`src/rtl/half_duplex_uart_with_rx_fifo_unit_defines.svh`:
```
// Assertion macros shared by the UART block.
`ifndef HALF_DUPLEX_UART_WITH_RX_FIFO_UNIT_DEFINES_SVH
`define HALF_DUPLEX_UART_WITH_RX_FIFO_UNIT_DEFINES_SVH

// Consequent checked in the same cycle as the antecedent.
`define HDUART_ASSERT_SAME(label, ante, cons, msg) \
	label: assert property (@(posedge clk) disable iff (!arst_n) (ante) |-> (cons)) \
		else $error(msg);

// Consequent checked in the cycle after the antecedent.
`define HDUART_ASSERT_NEXT(label, ante, cons, msg) \
	label: assert property (@(posedge clk) disable iff (!arst_n) (ante) |=> (cons)) \
		else $error(msg);

`endif

```
`src/rtl/hduart_pkg.sv`:
```
// Types and constants shared by the UART block and its receive ring.
`timescale 1ns / 1ps

package hduart_pkg;

	localparam int unsigned FIFO_DEPTH_DEF = 16;
	localparam int unsigned CFG_IDX_W      = 2;

	localparam logic [7:0] START_DELAY_RST = 8'd39;
	localparam logic [7:0] BIT_PERIOD_RST  = 8'd26;
	localparam logic [3:0] STOP_COUNT_RST  = 4'd9;

	localparam logic [CFG_IDX_W-1:0] REG_START_DELAY = 2'd0;
	localparam logic [CFG_IDX_W-1:0] REG_BIT_PERIOD  = 2'd1;
	localparam logic [CFG_IDX_W-1:0] REG_STOP_COUNT  = 2'd2;

	typedef enum logic [1:0] {
		CMD_TICK = 2'd0,
		CMD_SEND = 2'd1,
		CMD_READ = 2'd2
	} cmd_t;

	typedef enum logic [1:0] {
		MODE_IDLE = 2'd0,
		MODE_RX   = 2'd1,
		MODE_TX   = 2'd2
	} line_mode_t;

endpackage

```
`src/rtl/half_duplex_uart_with_rx_fifo_unit.sv`:
```
// Half-duplex 8N1 UART with a receive ring, advanced one request at a time. The block takes
// one request per clock while in_stall is low, and each request gives exactly one result. The
// line state, the ring pointers and the ring read all update at the accepting edge. The request's
// status is registered in the first stage, and the result is loaded into the output register
// from there when the output register is empty or being taken, once the ring RAM's registered
// read data is there. Back-to-back requests run at full rate while the output is not stalled.
// Ring entries are not cleared after reset and no clearing pass runs, so the block takes
// requests from the first cycle after reset. Configuration writes are always taken and must
// only be made while the block is idle.
`timescale 1ns / 1ps
`include "half_duplex_uart_with_rx_fifo_unit_defines.svh"

module half_duplex_uart_with_rx_fifo_unit #(
	parameter int unsigned FIFO_DEPTH = hduart_pkg::FIFO_DEPTH_DEF
) (
	input  logic                             clk,
	input  logic                             arst_n,
	input  logic                             cfg_valid,
	output logic                             cfg_ready,
	input  logic [hduart_pkg::CFG_IDX_W-1:0] cfg_index,
	input  logic [7:0]                       cfg_data,
	input  logic                             in_valid,
	output logic                             in_stall,
	input  logic [1:0]                       cmd,
	input  logic                             rx_line,
	input  logic [7:0]                       send_byte,
	output logic                             out_valid,
	input  logic                             out_stall,
	output logic                             tx_line,
	output logic [7:0]                       read_byte,
	output logic                             read_valid,
	output logic                             send_accepted,
	output logic                             sending,
	output logic                             receiving,
	output logic [4:0]                       fifo_level,
	output logic                             overrun
);

	localparam int unsigned PTR_W = $clog2(FIFO_DEPTH);
	localparam int unsigned CNT_W = $clog2(FIFO_DEPTH + 1);
	localparam logic [PTR_W-1:0] PTR_LAST = PTR_W'(FIFO_DEPTH - 1);
	localparam logic [CNT_W-1:0] CNT_FULL = CNT_W'(FIFO_DEPTH);

	// Configuration registers
	logic [7:0] start_delay_q;
	logic [7:0] bit_period_q;
	logic [3:0] stop_count_q;

	// Line and ring state
	hduart_pkg::line_mode_t mode_q, mode_d;
	logic [7:0]       shift_q, shift_d;
	logic [3:0]       bit_idx_q, bit_idx_d;
	logic [7:0]       tick_cnt_q, tick_cnt_d;
	logic [7:0]       tick_tgt_q, tick_tgt_d;
	logic             tx_q, tx_d;
	logic [PTR_W-1:0] wr_ptr_q, wr_ptr_d;
	logic [PTR_W-1:0] rd_ptr_q, rd_ptr_d;
	logic [CNT_W-1:0] count_q, count_d;
	logic             ovr_q, ovr_d;

	logic accept;
	logic push;
	logic pop;
	logic sent;

	// First pipeline stage: status of the request, waiting for the ring read data
	logic       valid_s1;
	logic       tx_s1;
	logic       rd_ok_s1;
	logic       acc_s1;
	logic       sending_s1;
	logic       receiving_s1;
	logic [4:0] level_s1;
	logic       ovr_s1;
	logic       s1_adv;

	// Output register
	logic       out_valid_q;
	logic       tx_line_q;
	logic [7:0] read_byte_q;
	logic       read_valid_q;
	logic       send_accepted_q;
	logic       sending_q;
	logic       receiving_q;
	logic [4:0] fifo_level_q;
	logic       overrun_q;

	logic [7:0] ram_rdata;

	assign cfg_ready = 1'b1;

	always_ff @(posedge clk or negedge arst_n) begin
		if (!arst_n) begin
			start_delay_q <= hduart_pkg::START_DELAY_RST;
			bit_period_q  <= hduart_pkg::BIT_PERIOD_RST;
			stop_count_q  <= hduart_pkg::STOP_COUNT_RST;
		end else if (cfg_valid) begin
			case (cfg_index)
				hduart_pkg::REG_START_DELAY: start_delay_q <= cfg_data;
				hduart_pkg::REG_BIT_PERIOD:  bit_period_q  <= cfg_data;
				hduart_pkg::REG_STOP_COUNT:  stop_count_q  <= cfg_data[3:0];
				default: ;
			endcase
		end
	end

	// The first stage moves on when the output register is empty or being taken.
	assign s1_adv   = valid_s1 && (!out_valid_q || !out_stall);
	assign in_stall = valid_s1 && !s1_adv;
	assign accept   = in_valid && !in_stall;

	always_comb begin
		logic [8:0] tick_sum;
		logic       fire;
		logic [3:0] idx_nx;
		logic       push_req;

		mode_d     = mode_q;
		shift_d    = shift_q;
		bit_idx_d  = bit_idx_q;
		tick_cnt_d = tick_cnt_q;
		tick_tgt_d = tick_tgt_q;
		tx_d       = tx_q;
		wr_ptr_d   = wr_ptr_q;
		rd_ptr_d   = rd_ptr_q;
		count_d    = count_q;
		ovr_d      = ovr_q;
		push       = 1'b0;
		pop        = 1'b0;
		sent       = 1'b0;
		push_req   = 1'b0;

		tick_sum = {1'b0, tick_cnt_q} + 9'd1;
		fire     = tick_sum >= {1'b0, tick_tgt_q};
		idx_nx   = bit_idx_q + 4'd1;

		if (accept) begin
			case (cmd)
				hduart_pkg::CMD_TICK: begin
					if (mode_q != hduart_pkg::MODE_RX && mode_q != hduart_pkg::MODE_TX) begin
						// Idle: a low receive line is taken as a start bit.
						mode_d = hduart_pkg::MODE_IDLE;
						if (!rx_line) begin
							mode_d     = hduart_pkg::MODE_RX;
							shift_d    = 8'h00;
							bit_idx_d  = 4'hF;
							tick_cnt_d = 8'h00;
							tick_tgt_d = start_delay_q;
						end
					end else if (fire) begin
						tick_cnt_d = 8'h00;
						tick_tgt_d = bit_period_q;
						bit_idx_d  = idx_nx;
						if (mode_q == hduart_pkg::MODE_TX) begin
							if (idx_nx < 4'd8) begin
								tx_d    = shift_q[0];
								shift_d = shift_q >> 1;
							end else begin
								// Stop time; a stop count below eight behaves as eight.
								tx_d = 1'b1;
								if (idx_nx >= stop_count_q) begin
									mode_d = hduart_pkg::MODE_IDLE;
								end
							end
						end else begin
							if (idx_nx < 4'd8) begin
								shift_d = shift_q | (8'(rx_line) << idx_nx[2:0]);
							end else begin
								mode_d   = hduart_pkg::MODE_IDLE;
								push_req = rx_line;
							end
						end
					end else begin
						tick_cnt_d = tick_sum[7:0];
					end
				end
				hduart_pkg::CMD_SEND: begin
					if (mode_q != hduart_pkg::MODE_TX) begin
						tx_d       = 1'b0;
						tick_cnt_d = 8'h00;
						tick_tgt_d = bit_period_q;
						mode_d     = hduart_pkg::MODE_TX;
						shift_d    = send_byte;
						bit_idx_d  = 4'hF;
						sent       = 1'b1;
					end
				end
				hduart_pkg::CMD_READ: begin
					if (count_q != '0) begin
						pop      = 1'b1;
						rd_ptr_d = (rd_ptr_q == PTR_LAST) ? '0 : rd_ptr_q + 1'b1;
						count_d  = count_q - 1'b1;
					end
				end
				default: ;
			endcase
		end

		// A good byte with the ring full is dropped and leaves the pointers alone.
		if (push_req) begin
			if (count_q == CNT_FULL) begin
				ovr_d = 1'b1;
			end else begin
				push     = 1'b1;
				wr_ptr_d = (wr_ptr_q == PTR_LAST) ? '0 : wr_ptr_q + 1'b1;
				count_d  = count_q + 1'b1;
			end
		end
	end

	always_ff @(posedge clk or negedge arst_n) begin
		if (!arst_n) begin
			mode_q     <= hduart_pkg::MODE_IDLE;
			shift_q    <= 8'h00;
			bit_idx_q  <= 4'hF;
			tick_cnt_q <= 8'h00;
			tick_tgt_q <= 8'h00;
			tx_q       <= 1'b1;
			wr_ptr_q   <= '0;
			rd_ptr_q   <= '0;
			count_q    <= '0;
			ovr_q      <= 1'b0;
		end else begin
			mode_q     <= mode_d;
			shift_q    <= shift_d;
			bit_idx_q  <= bit_idx_d;
			tick_cnt_q <= tick_cnt_d;
			tick_tgt_q <= tick_tgt_d;
			tx_q       <= tx_d;
			wr_ptr_q   <= wr_ptr_d;
			rd_ptr_q   <= rd_ptr_d;
			count_q    <= count_d;
			ovr_q      <= ovr_d;
		end
	end

	hduart_ram #(
		.WIDTH (8),
		.DEPTH (FIFO_DEPTH)
	) u_ring (
		.clk   (clk),
		.we    (push),
		.waddr (wr_ptr_q),
		.wdata (shift_q),
		.re    (pop),
		.raddr (rd_ptr_q),
		.rdata (ram_rdata)
	);

	always_ff @(posedge clk or negedge arst_n) begin
		if (!arst_n) begin
			valid_s1 <= 1'b0;
		end else if (accept) begin
			valid_s1 <= 1'b1;
		end else if (s1_adv) begin
			valid_s1 <= 1'b0;
		end
	end

	always_ff @(posedge clk) begin
		if (accept) begin
			tx_s1        <= tx_d;
			rd_ok_s1     <= pop;
			acc_s1       <= sent;
			sending_s1   <= mode_d == hduart_pkg::MODE_TX;
			receiving_s1 <= mode_d == hduart_pkg::MODE_RX;
			level_s1     <= 5'(count_d);
			ovr_s1       <= ovr_d;
		end
	end

	always_ff @(posedge clk or negedge arst_n) begin
		if (!arst_n) begin
			out_valid_q <= 1'b0;
		end else if (s1_adv) begin
			out_valid_q <= 1'b1;
		end else if (!out_stall) begin
			out_valid_q <= 1'b0;
		end
	end

	// The ring read data holds while the first stage waits, as no new read is issued then.
	always_ff @(posedge clk) begin
		if (s1_adv) begin
			tx_line_q       <= tx_s1;
			read_byte_q     <= rd_ok_s1 ? ram_rdata : 8'h00;
			read_valid_q    <= rd_ok_s1;
			send_accepted_q <= acc_s1;
			sending_q       <= sending_s1;
			receiving_q     <= receiving_s1;
			fifo_level_q    <= level_s1;
			overrun_q       <= ovr_s1;
		end
	end

	assign out_valid     = out_valid_q;
	assign tx_line       = tx_line_q;
	assign read_byte     = read_byte_q;
	assign read_valid    = read_valid_q;
	assign send_accepted = send_accepted_q;
	assign sending       = sending_q;
	assign receiving     = receiving_q;
	assign fifo_level    = fifo_level_q;
	assign overrun       = overrun_q;

	`HDUART_ASSERT_NEXT(a_push_count, push && !pop, count_q == CNT_W'($past(count_q) + 1'b1), "ring count did not rise on a push")
	`HDUART_ASSERT_NEXT(a_pop_count, pop && !push, count_q == CNT_W'($past(count_q) - 1'b1), "ring count did not fall on a pop")
	`HDUART_ASSERT_NEXT(a_ovr_sticky, ovr_q, ovr_q, "overrun flag cleared")
	`HDUART_ASSERT_SAME(a_empty_read, out_valid_q && !read_valid_q, read_byte_q == 8'h00, "read byte not zero on a failed read")

endmodule

```
`src/rtl/hduart_ram.sv`:
```
// Generic single-port-write, single-port-read RAM with registered read data.
`timescale 1ns / 1ps

module hduart_ram #(
	parameter int unsigned WIDTH = 8,
	parameter int unsigned DEPTH = hduart_pkg::FIFO_DEPTH_DEF,
	localparam int unsigned AW   = (DEPTH > 1) ? $clog2(DEPTH) : 1
) (
	input  logic             clk,
	input  logic             we,
	input  logic [AW-1:0]    waddr,
	input  logic [WIDTH-1:0] wdata,
	input  logic             re,
	input  logic [AW-1:0]    raddr,
	output logic [WIDTH-1:0] rdata
);

	logic [WIDTH-1:0] mem [DEPTH];

	// Read data holds its value until the next read.
	always_ff @(posedge clk) begin
		if (we) begin
			mem[waddr] <= wdata;
		end
		if (re) begin
			rdata <= mem[raddr];
		end
	end

endmodule

```
`config.mk`:
```
export PLATFORM = sky130hd
export DESIGN_NAME = half_duplex_uart_with_rx_fifo_unit
export DESIGN_NICKNAME = d
export VERILOG_FILES = /design/src/rtl/hduart_pkg.sv /design/src/rtl/half_duplex_uart_with_rx_fifo_unit.sv /design/src/rtl/hduart_ram.sv
export VERILOG_INCLUDE_DIRS = /design/src /design/src/rtl
export SDC_FILE = /design/constraint.sdc
export NUM_CORES = 1
export LEC_CHECK = 0
export BUFFER_PORTS_ARGS = -buffer_cell sky130_fd_sc_hd__buf_2
export CAP_MARGIN = 5
export CELL_PAD_IN_SITES_DETAIL_PLACEMENT = 2
export CELL_PAD_IN_SITES_GLOBAL_PLACEMENT = 2
export CORE_ASPECT_RATIO = 1.4
export CORE_MARGIN = 2
export CORE_UTILIZATION = 48
export CTS_CLUSTER_SIZE = 10
export DETAILED_ROUTE_END_ITERATION = 7
export PLACE_DENSITY = 0.9
export SYNTH_ARGS = -nofsm -noshare
export SYNTH_HDL_FRONTEND = slang
export SYNTH_SLANG_ARGS = --single-unit
export TNS_END_PERCENT = 5
```
`constraint.sdc`:
```
create_clock -name clk -period 8.48 [get_ports clk]
set_input_delay 1.272 -clock clk [delete_from_list [all_inputs] [get_ports clk]]
set_output_delay 1.272 -clock clk [all_outputs]
set_load 0.02 [all_outputs]
```
==> metrics <==
Final ANT Viol Nets=0; share of post-route cells with drive strength above 1=between 20% and 30%; fin. max-slew vios=0; highest metal used=met4; vias in the first global route=a little over 7k; number of nets in the layout=roughly 770; clk sinks=about 230; Final min period=around 4.3 ns; fraction of the yosys area taken by sequential cells=between 60% and 70%; Met2 Routed Length=approximately 18,000 um; hold-fix buffer count after cts=0; sum of negative setup slack=0 ns; worst path arrival time=~4.4 ns; area enclosed by the die boundary=0.0220 mm2; most numerous cell types in the synthesized netlist=sky130_fd_sc_hd__edfxtp_1 (166), sky130_fd_sc_hd__dfrtp_1 (53), sky130_fd_sc_hd__nand2_1 (47); power per standard cell area=about 350 mW/mm2; antenna violations before repair=0; Static Leakage=4.18 nW; CP max FO=8; number of top-level pins=48; routed length on met3=between 1000 and 1500 um; most repeated cell in the gate-level netlist after synthesis=sky130_fd_sc_hd__edfxtp_1; worst min path class=reg -> reg; startpoint types=flip-flop; initial standard-cell utilization of the core=just under 50%; layout-stage area growth over the synthesis result=12.6%; ant diodes=0; number of fillers in the final layout=about 1.8k; instance count of the mapped netlist=660; hold slack=around 0.43 ns; TritonCTS buffer count=27; required time at the endpoint of the critical path=between 8 and 9 ns; Worst Clk Skew=about 0.02 ns; main area contributors after synthesis=sky130_fd_sc_hd__edfxtp_1 (50%), sky130_fd_sc_hd__dfrtp_1 (13%), sky130_fd_sc_hd__mux2_2 (4.5%); Worst Path Class, Setup=reg -> reg; Worst-Margin Slew=1.28 ns; Setup Viol. Count Final=0; number of register bits inferred by synthesis=233; Avg Vias per Cell=approximately 6.4; depth of the CTS H-tree=1; area after detailed placement=0.0105 mm2; Crit Reg-Reg Startpoint=tick_cnt_q[0]; die boundary height=roughly 170 um; hold violation total from the final report=0; unrepaired setup endpoints after global routing=no; count of yosys warnings during synthesis=0; clk slew on worst S/H paths=approximately 0.060 ns; area leader, netlist=sky130_fd_sc_hd__edfxtp_1; Final Wtd Congestion=approximately 0.87; Cell variety after synth=68; drt first-iter violations=approximately 560; Fmax achieved=233 MHz; number of max-cap violations=0; number of nets in the synthesized netlist=roughly 700; Post-synth EDFFs=166; Post-DP HPWL=about 20,000 um; number of setup buffers added after CTS=0; number of I/O port buffers=46; average wire length per cell after detail routing=about 32 um; pin count of the biggest net entering global routing=68; post-synthesis area per instance=about 15 um2; first-pass iteration count of the detailed router=5; core region area=around 0.020 mm2; post-CTS resize count=0; share of the synthesized area in the top cell type=between 40% and 50%; vias=6,316; run status=finished, final reports clean; cell at the root of the clock tree=sky130_fd_sc_hd__clkbuf_16; remaining global-route overflow=0; Synth Cell Area=0.0100 mm2; routed wire length=roughly 32,000 um; origin of the worst setup path=tick_cnt_q[0]; worst-case vdd ir drop=165 uV; routed metal-1 wire length=roughly 11,000 um; first-pass GRT wire length=about 48,000 um; hold path start=level_s1[3]; Relative slew margins=between 10% and 20%; maximum clock insertion buffer count=3; critical path capture point type=flip-flop; clock tree from TritonCTS=done; horizontal extent of the die=126 um; Synth async-reset ratio=between 20 and 30%; final instance area=about 0.011 mm2; global-route usage over all layers=~30%; insertion delay to the later sink of the worst-skew pair=approximately 0.53 ns; Primary FF master, synth=sky130_fd_sc_hd__edfxtp_1; final clock period utilization by the worst path=50.7%; number of core rows=between 60 and 70; number of DRC violations after detailed routing=0
-- flip-flops by register name (all words and copies together) (netlist names), 5 cells and up --
name / count
level_s1: 5
fifo_level: 5
tick_tgt_q: 8
tick_cnt_q: 8
start_delay_q: 8
count_q: 5
shift_q: 8
read_byte: 8
u_ring.mem: 128
bit_period_q: 8
u_ring.rdata: 8
-- worst paths after layout --
check	endpoint	slack, ns	depth (start not counted)
max	u_ring.mem[0][5]	4.18	10
min in group asynchronous	tick_cnt_q[0]	0.94	2
min	fifo_level[3]	0.43	0
min reg2reg	fifo_level[3]	0.43	0
max reg2reg	u_ring.mem[0][5]	4.18	10
max in group asynchronous	rd_ptr_q[0]	6.90	2
-- cell usage in the layout, fill, tap and decap left out, types with 5 or more instances in the layout --
cell type | Yosys | layout
sky130_fd_sc_hd__dfrtp_1 | 53 | 52
sky130_fd_sc_hd__o21ai_0 | 33 | 33
sky130_fd_sc_hd__nand2b_1 | 7 | 7
sky130_fd_sc_hd__inv_1 | 22 | 22
sky130_fd_sc_hd__a31oi_1 | 5 | 5
sky130_fd_sc_hd__nor3_1 | 8 | 7
sky130_fd_sc_hd__and2_1 | 10 | 10
sky130_fd_sc_hd__dfstp_2 | 14 | 14
sky130_fd_sc_hd__a22o_1 | 7 | 7
sky130_fd_sc_hd__xnor2_1 | 8 | 8
sky130_fd_sc_hd__ha_1 | 22 | 22
sky130_fd_sc_hd__buf_4 | 3 | 6
sky130_fd_sc_hd__nor2_1 | 24 | 24
sky130_fd_sc_hd__mux2_2 | 40 | 40
sky130_fd_sc_hd__edfxtp_1 | 166 | 166
sky130_fd_sc_hd__mux4_2 | 16 | 16
sky130_fd_sc_hd__mux2i_1 | 40 | 40
sky130_fd_sc_hd__buf_2 | 6 | 46
sky130_fd_sc_hd__a221oi_1 | 9 | 9
sky130_fd_sc_hd__a21oi_1 | 17 | 17
sky130_fd_sc_hd__nand3_1 | 11 | 11
sky130_fd_sc_hd__clkbuf_16 | 0 | 27
sky130_fd_sc_hd__a32o_1 | 7 | 7
sky130_fd_sc_hd__a22oi_1 | 8 | 8
sky130_fd_sc_hd__clkbuf_1 | 10 | 21
sky130_fd_sc_hd__nand2_1 | 47 | 47
-- report_power, final --
part           switching [mW]  internal (mW)  total (mW)  leakage, nW
clock                   0.458          0.596        1.05        0.362
sequential              0.238           1.46        1.69         2.35
combinational           0.732          0.412        1.14         1.47
total                    1.43           2.46        3.89         4.18
-- final cells by class --
type,instances,area [um2],area share [%]
sequential,233,6680,59.3
multi-input combinational,380,3140,27.9
clock buffer,48,754,6.70
tap,256,320,2.84
timing repair buffer,52,275,2.44
inverter,24,90.1,0.800
clock inverter,1,6.26,0.0555
-- metrics by stage --
| stage | instances | util [%] | setup slack, ns | power (mW) |
|---|---|---|---|---|
| 2_1_floorplan | 660 | - | 4.95 | 2.32 |
| 3_3_place_gp | 945 | 51.3 | 4.53 | 2.62 |
| 3_5_place_dp | 945 | 51.3 | 4.12 | 2.78 |
| 4_1_cts | 994 | 55.0 | 4.24 | 3.91 |
| 5_1_grt | 994 | 55.0 | 3.95 | 4.02 |
| 6_report | 994 | 55.0 | 4.18 | 3.89 |
-- logic make-up (layout without fill, tap and decap cells) --
kind of cell | count (synthesis) | in the layout | share of synthesized area, %
flip-flops | 233 | 233 | 66.8
AND/OR/NAND/NOR | 128 | 128 | 6.35
AO/OA/AOI/OAI | 121 | 121 | 8.89
multiplexers | 97 | 97 | 12.2
buffers and inverters | 47 | 125 | 1.95
adder cells (fa/ha/maj) | 22 | 22 | 2.75
XOR/XNOR | 11 | 11 | 1.04
other | 1 | 1 | 0.0375
-- per-layer routing --
| layer | global-route usage (%) | vias to the layer above |
|---|---|---|
| li1 | - | 2664 |
| met1 | 33.1 | 3318 |
| met2 | 55.2 | 242 |
| met3 | 3.31 | 92 |
| met4 | 14.8 | 0 |
| met5 | 0 | - |
-- critical path: stages (launching register included) --
cell	delay [ns]
sky130_fd_sc_hd__dfrtp_1	0.49
sky130_fd_sc_hd__ha_1	0.31
sky130_fd_sc_hd__nand2_1	0.11
sky130_fd_sc_hd__xnor2_1	0.19
sky130_fd_sc_hd__ha_1	0.32
sky130_fd_sc_hd__o21a_1	0.14
sky130_fd_sc_hd__o21ai_1	0.11
sky130_fd_sc_hd__a211oi_2	0.46
sky130_fd_sc_hd__o21a_1	0.41
sky130_fd_sc_hd__nand3_1	0.34
sky130_fd_sc_hd__nor3_1	1.01
(Power assumes the default switching activity.)
